`config.mk`:
```
export PLATFORM = sky130hd
export DESIGN_NAME = servo_linear_ease_ramp_top
export DESIGN_NICKNAME = d
export VERILOG_FILES = /design/src/hw/rtl/sler_pkg.sv /design/src/hw/rtl/sler_mul.sv /design/src/hw/rtl/sler_div.sv /design/src/hw/rtl/servo_linear_ease_ramp_top.sv
export SDC_FILE = /design/constraint.sdc
export NUM_CORES = 1
export LEC_CHECK = 0
export CORE_MARGIN = 8
export CORE_UTILIZATION = 65
export CTS_CLUSTER_DIAMETER = 150
export DETAILED_ROUTE_END_ITERATION = 16
export DONT_BUFFER_PORTS = 1
export PLACE_DENSITY = 0.92
export SLEW_MARGIN = 5
export SYNTH_ARGS = -nofsm -noshare
export SYNTH_HDL_FRONTEND = slang
export SYNTH_SLANG_ARGS = --single-unit
```
`constraint.sdc`:
```
create_clock -name clk -period 11.2 [get_ports clk]
set_input_delay 2.24 -clock clk [delete_from_list [all_inputs] [get_ports clk]]
set_output_delay 2.24 -clock clk [all_outputs]
set_load 0.01 [all_outputs]
```
`src/hw/rtl/sler_pkg.sv`:
```
// ---------------------------------------------------------------------------
// sler_pkg: shared types and constants for the servo ease ramp
// Widths of the bit-serial units, request structs, pulse limits, codes.
// ---------------------------------------------------------------------------
`default_nettype none

package sler_pkg;

  // Pulse and register widths
  localparam int PULSE_BITS = 12;
  localparam int EASE_W     = 16;
  localparam int ADDR_W     = 2;
  localparam int CFG_W      = 16;
  localparam int S_TDATA_W  = 16;
  localparam int M_TDATA_W  = 16;

  // Bit-serial multiplier: A operand x B operand, one B bit per cycle
  localparam int MUL_A_W = 28;
  localparam int MUL_B_W = PULSE_BITS;
  localparam int PROD_W  = MUL_A_W + MUL_B_W;

  // Degree handling and reset values
  localparam logic [PULSE_BITS-1:0] DEG_LIMIT = PULSE_BITS'(200);
  localparam logic [MUL_A_W-1:0]    DEG_SPAN  = MUL_A_W'(180);
  localparam logic [PULSE_BITS-1:0] MID_PULSE = PULSE_BITS'(1500);
  localparam logic [PULSE_BITS-1:0] PULSE_TOP = {PULSE_BITS{1'b1}};

  localparam logic [PULSE_BITS-1:0] RST_PULSE_MIN = PULSE_BITS'(544);
  localparam logic [PULSE_BITS-1:0] RST_PULSE_MAX = PULSE_BITS'(2400);
  localparam logic [EASE_W-1:0]     RST_EASE_TIME = EASE_W'(1000);
  localparam logic [PULSE_BITS-1:0] RST_FULL_SPAN = PULSE_BITS'(1856);

  // Register indexes
  localparam logic [ADDR_W-1:0] REG_PULSE_MIN = 2'd0;
  localparam logic [ADDR_W-1:0] REG_PULSE_MAX = 2'd1;
  localparam logic [ADDR_W-1:0] REG_EASE_TIME = 2'd2;
  localparam logic [ADDR_W-1:0] REG_FULL_SPAN = 2'd3;

  // Input item kinds
  localparam logic OP_MOVE = 1'b0;
  localparam logic OP_TICK = 1'b1;

  typedef struct packed {
    logic               start;
    logic [MUL_A_W-1:0] a;
    logic [MUL_B_W-1:0] b;
  } mul_req_t;

  typedef struct packed {
    logic               start;
    logic [PROD_W-1:0]  dividend;
    logic [MUL_A_W-1:0] divisor;
  } div_req_t;

  // Saturate a signed intermediate to the pulse range
  function automatic logic [PULSE_BITS-1:0] clamp_pulse(input logic signed [PULSE_BITS+2:0] v);
    logic [PULSE_BITS-1:0] r;
    if (v < 0) begin
      r = '0;
    end else if (v > $signed({3'b000, PULSE_TOP})) begin
      r = PULSE_TOP;
    end else begin
      r = v[PULSE_BITS-1:0];
    end
    return r;
  endfunction

endpackage

`default_nettype wire

```
`src/hw/rtl/sler_mul.sv`:
```
// ---------------------------------------------------------------------------
// sler_mul: bit-serial shift-add multiplier
// One bit of the B operand per cycle; done marks the product ready in p.
// ---------------------------------------------------------------------------
`default_nettype none

module sler_mul (
  input  wire logic                       clk,
  input  wire logic                       rst,
  input  wire sler_pkg::mul_req_t         req,
  output logic                            done,
  output logic [sler_pkg::PROD_W-1:0]     p
);

  localparam int CNT_W = $clog2(sler_pkg::MUL_B_W);
  localparam logic [CNT_W-1:0] CNT_LAST = CNT_W'(sler_pkg::MUL_B_W - 1);

  logic                        busy;
  logic [CNT_W-1:0]            cnt;
  logic [sler_pkg::MUL_A_W-1:0] a;
  logic [sler_pkg::MUL_A_W:0]   sum;

  // Add A into the high half when the low bit of the shifting B is set
  always_comb begin
    sum = {1'b0, p[sler_pkg::PROD_W-1:sler_pkg::MUL_B_W]}
          + (p[0] ? {1'b0, a} : '0);
  end

  // Control
  always_ff @(posedge clk) begin
    if (rst) begin
      busy <= 1'b0;
      cnt  <= '0;
      done <= 1'b0;
    end else begin
      done <= 1'b0;
      if (req.start) begin
        busy <= 1'b1;
        cnt  <= '0;
      end else if (busy) begin
        cnt <= cnt + 1'b1;
        if (cnt == CNT_LAST) begin
          busy <= 1'b0;
          done <= 1'b1;
        end
      end
    end
  end

  // Datapath: product register shifts right one bit per cycle
  always_ff @(posedge clk) begin
    if (req.start) begin
      a <= req.a;
      p <= {{sler_pkg::MUL_A_W{1'b0}}, req.b};
    end else if (busy) begin
      p <= {sum, p[sler_pkg::MUL_B_W-1:1]};
    end
  end

endmodule

`default_nettype wire

```
`src/hw/rtl/sler_div.sv`:
```
// ---------------------------------------------------------------------------
// sler_div: bit-serial restoring divider
// One quotient bit per cycle; done marks the quotient ready in q.
// ---------------------------------------------------------------------------
`default_nettype none

module sler_div (
  input  wire logic                       clk,
  input  wire logic                       rst,
  input  wire sler_pkg::div_req_t         req,
  output logic                            done,
  output logic [sler_pkg::PROD_W-1:0]     q
);

  localparam int CNT_W = $clog2(sler_pkg::PROD_W);
  localparam logic [CNT_W-1:0] CNT_LAST = CNT_W'(sler_pkg::PROD_W - 1);

  logic                          busy;
  logic [CNT_W-1:0]              cnt;
  logic [sler_pkg::MUL_A_W-1:0]  dvs;
  logic [sler_pkg::MUL_A_W-1:0]  rem;
  logic [sler_pkg::MUL_A_W:0]    sh;
  logic [sler_pkg::MUL_A_W+1:0]  diff;
  logic                          qbit;

  // Trial subtract of the divisor from the shifted remainder
  always_comb begin
    sh   = {rem, q[sler_pkg::PROD_W-1]};
    diff = {1'b0, sh} - {2'b00, dvs};
    qbit = ~diff[sler_pkg::MUL_A_W+1];
  end

  // Control
  always_ff @(posedge clk) begin
    if (rst) begin
      busy <= 1'b0;
      cnt  <= '0;
      done <= 1'b0;
    end else begin
      done <= 1'b0;
      if (req.start) begin
        busy <= 1'b1;
        cnt  <= '0;
      end else if (busy) begin
        cnt <= cnt + 1'b1;
        if (cnt == CNT_LAST) begin
          busy <= 1'b0;
          done <= 1'b1;
        end
      end
    end
  end

  // Datapath: dividend shifts out the top of q, quotient bits in the bottom
  always_ff @(posedge clk) begin
    if (req.start) begin
      dvs <= req.divisor;
      rem <= '0;
      q   <= req.dividend;
    end else if (busy) begin
      rem <= qbit ? diff[sler_pkg::MUL_A_W-1:0] : sh[sler_pkg::MUL_A_W-1:0];
      q   <= {q[sler_pkg::PROD_W-2:0], qbit};
    end
  end

endmodule

`default_nettype wire

```
`src/hw/rtl/servo_linear_ease_ramp_top.sv`:
```
// ---------------------------------------------------------------------------
// servo_linear_ease_ramp_top: servo pulse ramp with linear easing
// Move commands set a goal (degrees or microseconds) and plan a ramp;
// millisecond ticks step the pulse width along the ramp.
//
//   channel   dir  fields (low bit up)                       handshake
//   s_*       in   tdata: target_value[11:0]; tuser: opcode  tvalid/tready
//   m_*       out  tdata: pulse_width[11:0], moving, done    tvalid/tready
//   cfg_*     in   addr: register index, wdata: value        cfg_we only
//
// One item at a time. A ramp tick runs a serial multiply then a serial
// divide. A move in microseconds runs the same pair; a move in degrees
// runs the pair first to convert the angle, then to plan the ramp. An idle
// tick or a move that plans nothing beyond the compare uses neither unit.
// Reset is synchronous; the block takes a new item while a result waits
// on the output register, and holds its result until m_tready.
// ---------------------------------------------------------------------------
`default_nettype none

module servo_linear_ease_ramp_top (
  input  wire logic                             clk,
  input  wire logic                             rst,
  // Input stream
  input  wire logic                             s_tvalid,
  output logic                                  s_tready,
  input  wire logic [sler_pkg::S_TDATA_W-1:0]   s_tdata,  // target_value[11:0], zero pad
  input  wire logic                             s_tuser,  // opcode
  // Output stream
  output logic                                  m_tvalid,
  input  wire logic                             m_tready,
  output logic [sler_pkg::M_TDATA_W-1:0]        m_tdata,  // pulse_width[11:0], moving, ramp_done, pad
  // Configuration
  input  wire logic                             cfg_we,
  input  wire logic [sler_pkg::ADDR_W-1:0]      cfg_addr,
  input  wire logic [sler_pkg::CFG_W-1:0]       cfg_wdata
);

  localparam int PW = sler_pkg::PULSE_BITS;
  localparam int AW = sler_pkg::MUL_A_W;

  typedef enum logic [3:0] {
    ST_IDLE, ST_DEG_MUL, ST_DEG_DIV, ST_DIST, ST_DIST_MUL, ST_DIST_DIV,
    ST_TICK_MUL, ST_TICK_DIV, ST_EMIT
  } state_t;

  state_t state;

  // Configuration registers
  logic [PW-1:0]               pulse_min;
  logic [PW-1:0]               pulse_max;
  logic [sler_pkg::EASE_W-1:0] ease_time;
  logic [PW-1:0]               full_span;

  // Ramp state
  logic [PW-1:0] current_pulse;
  logic [PW-1:0] start_pulse;
  logic [PW-1:0] goal_pulse;
  logic [AW-1:0] step_index;
  logic [AW-1:0] step_total;
  logic          ramp_active;
  logic          ramp_done;

  // Working registers
  logic [PW-1:0] goal;
  logic          neg;

  sler_pkg::mul_req_t           mul_req;
  sler_pkg::div_req_t           div_req;
  logic                         mul_done;
  logic                         div_done;
  logic [sler_pkg::PROD_W-1:0]  mul_p;
  logic [sler_pkg::PROD_W-1:0]  div_q;

  sler_mul u_mul (.clk(clk), .rst(rst), .req(mul_req), .done(mul_done), .p(mul_p));
  sler_div u_div (.clk(clk), .rst(rst), .req(div_req), .done(div_done), .q(div_q));

  // Signed differences and their magnitudes
  logic [PW:0]   span, delta, gdiff;
  logic [PW-1:0] span_mag, delta_mag, gdiff_mag;
  logic [AW:0]   index_inc;
  logic signed [PW+2:0] deg_scaled, deg_val, tick_val;

  always_comb begin
    span      = {1'b0, pulse_max} - {1'b0, pulse_min};
    span_mag  = span[PW] ? PW'(-span) : span[PW-1:0];
    delta     = {1'b0, goal_pulse} - {1'b0, start_pulse};
    delta_mag = delta[PW] ? PW'(-delta) : delta[PW-1:0];
    gdiff     = {1'b0, goal} - {1'b0, current_pulse};
    gdiff_mag = gdiff[PW] ? PW'(-gdiff) : gdiff[PW-1:0];
    index_inc = {1'b0, step_index} + 1'b1;
    // Degree result: quotient below 2^(PW+1), sign applied, offset by min
    deg_scaled = neg ? -$signed({2'b00, div_q[PW:0]}) : $signed({2'b00, div_q[PW:0]});
    deg_val    = deg_scaled + $signed({3'b000, pulse_min});
    // Tick result: quotient below the ramp distance
    tick_val   = neg ? $signed({3'b000, start_pulse}) - $signed({3'b000, div_q[PW-1:0]})
                     : $signed({3'b000, start_pulse}) + $signed({3'b000, div_q[PW-1:0]});
  end

  assign s_tready = (state == ST_IDLE);

  // Configuration writes
  always_ff @(posedge clk) begin
    if (rst) begin
      pulse_min <= sler_pkg::RST_PULSE_MIN;
      pulse_max <= sler_pkg::RST_PULSE_MAX;
      ease_time <= sler_pkg::RST_EASE_TIME;
      full_span <= sler_pkg::RST_FULL_SPAN;
    end else if (cfg_we) begin
      unique case (cfg_addr)
        sler_pkg::REG_PULSE_MIN: pulse_min <= cfg_wdata[PW-1:0];
        sler_pkg::REG_PULSE_MAX: pulse_max <= cfg_wdata[PW-1:0];
        sler_pkg::REG_EASE_TIME: ease_time <= cfg_wdata;
        sler_pkg::REG_FULL_SPAN: full_span <= cfg_wdata[PW-1:0];
        default: ;
      endcase
    end
  end

  // Sequencer: state, ramp state, unit requests and output register
  always_ff @(posedge clk) begin
    if (rst) begin
      state         <= ST_IDLE;
      current_pulse <= sler_pkg::MID_PULSE;
      start_pulse   <= '0;
      goal_pulse    <= '0;
      step_index    <= '0;
      step_total    <= '0;
      ramp_active   <= 1'b0;
      ramp_done     <= 1'b0;
      goal          <= '0;
      neg           <= 1'b0;
      mul_req       <= '0;
      div_req       <= '0;
      m_tvalid      <= 1'b0;
      m_tdata       <= '0;
    end else begin
      // Output register empties on a handshake unless reloaded below
      if (m_tvalid && m_tready && (state != ST_EMIT)) begin
        m_tvalid <= 1'b0;
      end

      unique case (state)
        ST_IDLE: begin
          if (s_tvalid) begin
            ramp_done <= 1'b0;
            if (s_tuser == sler_pkg::OP_MOVE) begin
              ramp_active <= 1'b0;
              step_index  <= '0;
              step_total  <= '0;
              if (s_tdata[PW-1:0] < sler_pkg::DEG_LIMIT) begin
                mul_req <= '{start: 1'b1, a: AW'(s_tdata[PW-1:0]), b: span_mag};
                neg     <= span[PW];
                state   <= ST_DEG_MUL;
              end else begin
                goal  <= s_tdata[PW-1:0];
                state <= ST_DIST;
              end
            end else if (ramp_active) begin
              mul_req <= '{start: 1'b1, a: step_index, b: delta_mag};
              neg     <= delta[PW];
              state   <= ST_TICK_MUL;
            end else begin
              state <= ST_EMIT;
            end
          end
        end

        // Start strobes last one cycle: cleared in the wait states
        ST_DEG_MUL: begin
          mul_req.start <= 1'b0;
          if (mul_done) begin
            div_req <= '{start: 1'b1, dividend: mul_p, divisor: sler_pkg::DEG_SPAN};
            state   <= ST_DEG_DIV;
          end
        end

        ST_DEG_DIV: begin
          div_req.start <= 1'b0;
          if (div_done) begin
            goal  <= sler_pkg::clamp_pulse(deg_val);
            state <= ST_DIST;
          end
        end

        // Plan the ramp length: ease_time * distance / full_span
        ST_DIST: begin
          if ((goal == current_pulse) || (full_span == '0)) begin
            state <= ST_EMIT;
          end else begin
            mul_req <= '{start: 1'b1, a: AW'(ease_time), b: gdiff_mag};
            state   <= ST_DIST_MUL;
          end
        end

        ST_DIST_MUL: begin
          mul_req.start <= 1'b0;
          if (mul_done) begin
            div_req <= '{start: 1'b1, dividend: mul_p, divisor: AW'(full_span)};
            state   <= ST_DIST_DIV;
          end
        end

        ST_DIST_DIV: begin
          div_req.start <= 1'b0;
          if (div_done) begin
            if (div_q[AW-1:0] != '0) begin
              start_pulse <= current_pulse;
              goal_pulse  <= goal;
              step_total  <= div_q[AW-1:0];
              ramp_active <= 1'b1;
            end
            state <= ST_EMIT;
          end
        end

        // One ramp step: start + index * delta / total
        ST_TICK_MUL: begin
          mul_req.start <= 1'b0;
          if (mul_done) begin
            div_req <= '{start: 1'b1, dividend: mul_p, divisor: step_total};
            state   <= ST_TICK_DIV;
          end
        end

        ST_TICK_DIV: begin
          div_req.start <= 1'b0;
          if (div_done) begin
            current_pulse <= sler_pkg::clamp_pulse(tick_val);
            step_index    <= index_inc[AW-1:0];
            if (index_inc >= {1'b0, step_total}) begin
              ramp_active <= 1'b0;
              ramp_done   <= 1'b1;
            end
            state <= ST_EMIT;
          end
        end

        // Load the output register once it is free
        ST_EMIT: begin
          if (!m_tvalid || m_tready) begin
            m_tvalid <= 1'b1;
            m_tdata  <= sler_pkg::M_TDATA_W'({ramp_done, ramp_active, current_pulse});
            state    <= ST_IDLE;
          end
        end

        default: state <= ST_IDLE;
      endcase
    end
  end

  // A running ramp always has a length and has not passed its end
  a_ramp_len: assert property (@(posedge clk) disable iff (rst)
    ramp_active |-> (step_total != '0))
    else $error("ramp active with zero length");

  a_ramp_idx: assert property (@(posedge clk) disable iff (rst)
    ramp_active |-> (step_index < step_total))
    else $error("ramp index past its length");

  // The final step ends the ramp
  a_done_idle: assert property (@(posedge clk) disable iff (rst)
    (m_tvalid && m_tdata[PW+1]) |-> !m_tdata[PW])
    else $error("ramp_done reported while still moving");

  // Multiplier results are only taken up by a multiply wait state
  a_mul_owner: assert property (@(posedge clk) disable iff (rst)
    mul_done |-> (state == ST_DEG_MUL || state == ST_DIST_MUL || state == ST_TICK_MUL))
    else $error("multiplier finished outside a multiply step");

endmodule

`default_nettype wire

```
==> results of run 1 <==
cell type report:
| class | count | area [sq um] |
|---|---|---|
| Clock inverter | 20 | 253 |
| Inverter | 174 | 653 |
| Antenna cell | 3 | 7.51 |
| Clock buffer | 69 | 1420 |
| Tap cell | 532 | 666 |
| Sequential cell | 466 | 10400 |
| Timing Repair Buffer | 24 | 180 |
| Fill cell | 2983 | 12100 |
| Multi-Input combinational cell | 2385 | 15000 |
registers in the layout, summed over array words and instances (netlist names), 14 cells and up:
signal,count
div_req,69
step_total,28
step_index,28
u_div.q,40
m_tdata,14
u_div.dvs,28
u_mul.a,28
mul_req,41
u_mul.p,40
u_div.rem,28
ease_time,16
power by group through the flow:
stage                     registers (mW)  clock network (mW)  logic, mW
final                               2.07                1.69       1.61
after global routing                2.08                1.77       1.75
after CTS                           2.06                1.70       1.57
after detailed placement            2.09                   0       1.54
after global placement              2.08                   0       1.45
after floorplan                     2.01                   0       1.25
placed cells by master (no fill, tap or decap), types with 13 or more instances in the layout:
cell type and instances:
a31oi_1 16, mux2i_1 76, a21o_1 43, edfxtp_1 108, o21a_1 21, o31ai_1 22
ha_1 165, o21bai_1 15, or2_2 14, nor3_1 71, buf_4 24, and3_1 32
nand2_1 467, clkbuf_16 52, mux2_2 44, a211oi_1 46, xnor2_1 87, nand2b_1 27
and2_1 39, inv_1 172, a2111oi_0 14, nor4_1 14, nand4_1 14, xor2_1 51
a21oi_1 338, or3_1 15, nand3_1 152, dfxtp_1 355, o21ai_0 100, o211ai_1 34
o21ai_1 23, nor2_1 233, a221o_1 13, nor2b_1 28
cells by family (layout without fill, tap and decap cells):
group                      count (synthesis)  after routing  share of synthesized area
AOI/OAI and AO/OA                        801            801                      0.189
xor gates and xnor gates                 139            139                     0.0459
adders and majority gates                173            173                     0.0833
buffers and inverters                    340            287                     0.0492
DFF                                      466            466                      0.390
muxes                                    120            120                     0.0470
other                                      1              5                   0.000140
and+or+nand+nor                         1150           1150                      0.196
final timing paths:
path	startpoint	end	slack, ns	cells after the start
max reg2reg	u_div.q[1]	goal[1]	6.71	14
max	u_div.q[1]	goal[1]	6.71	14
min reg2reg	div_req[4]	u_div.dvs[4]	0.43	0
min	div_req[4]	u_div.dvs[4]	0.43	0
per-layer routing:
metal  part of all wire  vias up  global-route usage  wire [um]
met3              0.089      333              0.0734       6890
met5            0.00017        -                   0         13
li1                   -    11095                   -          -
met1               0.37    11196               0.361      28600
met4              0.078        2               0.218       6030
met2               0.46     1233               0.514      35800
stage by stage:
step                      cells  total power [mW]
after floorplan            3191              3.27
after global routing       3670              5.61
after CTS                  3670              5.33
after global placement     3581              3.54
final                      3673              5.38
after detailed placement   3581              3.63
==> results.json, run 1 <==
{
  "yosys.area.top_type": "dfxtp_1",
  "yosysWarnings": 0,
  "rsz0062_at_grt": "no",
  "cap_violations": 0,
  "pwr_density_cell_nw_per_um2": 188,
  "ctsHoldBuffers": 0,
  "clkSinkCount": 466,
  "relSlewSlack": 0.188,
  "tns_ns": 0,
  "postRouteAntennaNets": 0,
  "antenna_found_initial": 6,
  "htree_levels": 2,
  "worstMarginPinSlew_ns": 1.22,
  "cts_tree": "built",
  "worst_slack_ns": 6.71,
  "worst_ep_required_time_ns": 11.65,
  "core_sq_um": 40700,
  "leakagePower_nw": 11.1,
  "synth_edf_count": 108,
  "post-place-ws_ns": 6.94,
  "nNetsFinal": 3312,
  "post_cts_resized": 0,
  "layout-drive-gt1-share": 0.0609,
  "avgRoutedWirePerCell_um": 21.1,
  "skew_ns": 0.0233,
  "dieArea_sq_um": 47800,
  "grt_pass1_wl_um": 121000,
  "post_cts_buffers": 0,
  "ys_seq_area_frac": 0.390,
  "vias_per_cell": 6.50,
  "rows": 74,
  "synth.most_common_cell": "nand2_1",
  "finalHoldViolCount": 0,
  "stdcell_area_sq_um": 28600,
  "clkLatencyLatePin_ns": 0.61,
  "arrival_ns": 4.94,
  "setup_viol": 0,
  "p_comb_frac": 0.300,
  "grt_usage": 0.314,
  "setup.worst_path.end_class": "flip-flop",
  "crit_chain": "inv_1, ha_1, nand2_1, o21ai_0, ha_1, a21o_1, a21oi_1, o21bai_1, o31ai_1, o21ai_0, o41ai_1, mux2i_1, a211oi_2, a2111oi_0",
  "ys_ff_latch": 466,
  "path_class": "flip-flop to flip-flop",
  "syn_area_per_cell_sq_um": 8.37,
  "numPortBuffers": 0,
  "dp_hpwl_um": 53900,
  "critPathMaxStageDelay_ns": 0.61,
  "synthArstFlopShare": 0,
  "synth.area.top_cells": "dfxtp_1, edfxtp_1, ha_1",
  "synth_top_cell_area_share": 0.268,
  "synth_area_sq_um": 26700,
  "fp.dieH_um": 219,
  "dr.pass1.iters": 9,
  "fin_crit_sh": 0.401,
  "ir_drop_uv": 132,
  "crit_family": "compound AO/OA/AOI/OAI gates",
  "status": "finished clean",
  "fmax_ghz": 0.223,
  "start_util": 0.656,
  "grt_remaining_overflow": 0,
  "critPathBufInv": 1,
  "finalCoreUtilization": 0.702,
  "grt_pass1_vias": 23139,
  "synth_common_cells": "nand2_1, dfxtp_1, a21oi_1",
  "cts_root_buf": "clkbuf_16",
  "routed_wl_um": 77400,
  "p_sw_frac": 0.345,
  "clkTransAtPathRegs_ns": 0.06,
  "netlist_instances": 3190,
  "placed_area_sq_um": 26900,
  "die_width_um": 219,
  "hold_slack_ns": 0.427,
  "cts_max_path_buffers": 3,
  "seq_power_share": 0.385,
  "p_sw_mw": 1.86,
  "fin_crit_ns": 4.49,
  "drc": 0,
  "crit_slowest_cell": "o41ai_1",
  "ys_types": 86,
  "ys.flop_type": "dfxtp_1",
  "ios": 58,
  "p_clk_frac": 0.315,
  "drt-initial-drc-count": 2494,
  "cts_inserted_buffers": 48,
  "grt_max_degree": 258,
  "drv_slew": 0,
  "startpoint_type": "flip-flop",
  "vias": 23859,
  "area_delta_synth_final_pct": 7.12,
  "power.internal_mw": 3.52,
  "place.gp.congestion": 1.01,
  "holdCritPathClass": "flip-flop to flip-flop",
  "worstPathMaxFanout": 6
}
Note: power is estimated with default switching activity, not from simulation.
==> inputs of run 2 (changes only) <==
--- a/config.mk
+++ b/config.mk
@@ -6,11 +6,11 @@
 export NUM_CORES = 1
 export LEC_CHECK = 0
 export CORE_MARGIN = 8
-export CORE_UTILIZATION = 65
+export CORE_UTILIZATION = 59
 export CTS_CLUSTER_DIAMETER = 150
 export DETAILED_ROUTE_END_ITERATION = 16
 export DONT_BUFFER_PORTS = 1
-export PLACE_DENSITY = 0.92
+export PLACE_DENSITY = 0.89
 export SLEW_MARGIN = 5
 export SYNTH_ARGS = -nofsm -noshare
 export SYNTH_HDL_FRONTEND = slang
==> constraint.sdc (replaced) <==
create_clock -name clk -period 3.6 [get_ports clk]
set_input_delay 0.72 -clock clk [delete_from_list [all_inputs] [get_ports clk]]
set_output_delay 0.72 -clock clk [all_outputs]
set_load 0.01 [all_outputs]
==> run 2 against run 1 <==
Compared with the run above: register-to-register slack worse by 6.7 ns; wire length rose by 0.59%; global-route usage shrank 3.4 points; combinational power increased to 3.3 times the previous value; final cell count grew 4.4%; non-clock buffer count up 92; via count increased by 1.5%; sequential share of layout area shrank 1.3 points; core utilization fell by 4.3 points; critical path type unchanged; critical endpoint unchanged; highest routed layer is now met4.
==> results.json, run 2 (synthesized netlist as in run 1, its figures left out) <==
{
  "worst_slack_ns": 0.0555,
  "routed_wl_um": 77800,
  "grt_pass1_vias": 22803,
  "path_class": "flip-flop to flip-flop",
  "final-instance-count-excl-fill": 3834,
  "cts_root_buf": "clkbuf_16",
  "crit_family": "simple AND/OR/NAND/NOR gates",
  "core_sq_um": 45000,
  "report.power.total_mw": 16.9,
  "post-place-ws_ns": -0.115,
  "ctsHoldBuffers": 0,
  "ir_drop_uv": 422,
  "rows": 78,
  "top_register": "div_req",
  "fill_cells": 3420,
  "startpoint_type": "flip-flop",
  "layout-drive-gt1-share": 0.105,
  "relSlewSlack": 0.237,
  "vias": 24217,
  "cts_max_path_buffers": 3,
  "critPathMaxStageDelay_ns": 0.62,
  "crit_chain": "or4_4, nor3_4, nand2_1, o21ai_2, xnor2_1, ha_1, buf_4, nand3_1, nand2_2, o31ai_4, nor3_2, mux2i_4, a211oi_4, buf_4, a2111oi_4",
  "cts_inserted_buffers": 49,
  "antenna_found_initial": 0,
  "stdcell_area_sq_um": 29700,
  "place.gp.congestion": 0.970,
  "finalHoldViolCount": 0,
  "crit_slowest_cell": "or4_4",
  "status": "finished clean",
  "grt_pass1_wl_um": 121000,
  "drt-initial-drc-count": 2882,
  "ios": 58,
  "worstMarginPinSlew_ns": 1.12,
  "largest_register_ffs": 69,
  "fmax_ghz": 0.282,
  "vias_per_cell": 6.32,
  "dp_hpwl_um": 54200,
  "layout_commonest_cell": "nand2_1",
  "largest_registers": "div_req (69), mul_req (41)",
  "mostFrequentLayoutCells": "nand2_1, dfxtp_1, a21oi_1",
  "cts_tree": "built",
  "grt_usage": 0.280,
  "clkSinkCount": 466,
  "multi_input_area_sq_um": 15300,
  "register_area_sq_um": 10400,
  "grt_remaining_overflow": 0,
  "numPortBuffers": 0,
  "avgRoutedWirePerCell_um": 20.3,
  "drv_slew": 0,
  "clkLatencyLatePin_ns": 0.62,
  "dieArea_sq_um": 52300,
  "skew_ns": 0.0371,
  "nNetsFinal": 3405,
  "holdCritPathClass": "input port to flip-flop",
  "dr.pass1.iters": 6,
  "start_util": 0.594,
  "critPathBufInv": 2,
  "worstPathMaxFanout": 4,
  "area_delta_synth_final_pct": 11.0,
  "fin_crit_sh": 0.985,
  "setup_viol": 0,
  "arrival_ns": 4.06,
  "pwr_density_cell_nw_per_um2": 570,
  "leakagePower_nw": 11.6,
  "die_width_um": 229,
  "worst_ep_required_time_ns": 4.12,
  "placed_area_sq_um": 27700,
  "fp.dieH_um": 229,
  "cap_violations": 0,
  "dp.cells": 3733,
  "fin_crit_ns": 3.54,
  "critPathMostFrequentCell": "buf_4",
  "drc": 0,
  "postRouteAntennaNets": 0,
  "grt_max_degree": 258,
  "setup.worst_path.end_class": "flip-flop",
  "clkTransAtPathRegs_ns": 0.07,
  "htree_levels": 2
}
## run 2: routing by layer
layer,global-route usage,share of wire,routed length (um)
met5,0,0,0
met4,0.180,0.070,5460
met3,0.0596,0.093,7230
met2,0.450,0.46,35400
met1,0.338,0.38,29700
## run 2: layout make-up
| cell class | instances | share of cell area |
|---|---|---|
| Clock buffer | 56 | 0.0436 |
| Sequential cell | 466 | 0.351 |
| Antenna cell | 1 | 0.0000844 |
| Clock inverter | 36 | 0.0111 |
| Inverter | 174 | 0.0220 |
| Multi-Input combinational cell | 2385 | 0.516 |
| Timing Repair Buffer | 116 | 0.0307 |
| Tap cell | 600 | 0.0253 |
## run 2: power breakdown
group / leakage (nW) / internal (mW) / switching (mW)
clock: 0.798 / 2.90 / 2.28
sequential: 3.90 / 5.90 / 0.489
combinational: 6.87 / 2.16 / 3.18
## run 2: repair_timing
action / 4_1_cts / 5_1_grt
setup buffers: 0 / 8
endpoints found under the setup margin: 12 / 30
pin swaps: 0 / 21
resized for setup: 6 / 59
## run 2: worst reg2reg max path: cells and delay by family, from the launching register on
family                     cells  cell delay [ns]
buffers and inverters          2             0.33
xor gates and xnor gates       1             0.14
adders and majority gates      1             0.28
DFF                            1             0.40
and+or+nand+nor                6             1.24
muxes                          1             0.24
AOI/OAI and AO/OA              4             0.81
## run 2: path summary, 6_finish.rpt
path	from	slack (ns)	to	cells after the start
max	u_div.q[6]	0.06	goal[1]	15
min reg2reg	mul_req[37]	0.43	u_mul.a[25]	0
max reg2reg	u_div.q[6]	0.06	goal[1]	15
min	rst	0.21	goal_pulse[0]	1
## run 2: metrics by stage
step	setup TNS, ns	hold WS (ns)	util
3_3_place_gp	-0.406	0.411	0.616
3_5_place_dp	-0.532	0.415	0.616
5_1_grt	-0.200	0.204	0.659
4_1_cts	0	0.201	0.652
2_1_floorplan	0	0.408	-
6_report	0	0.213	0.659
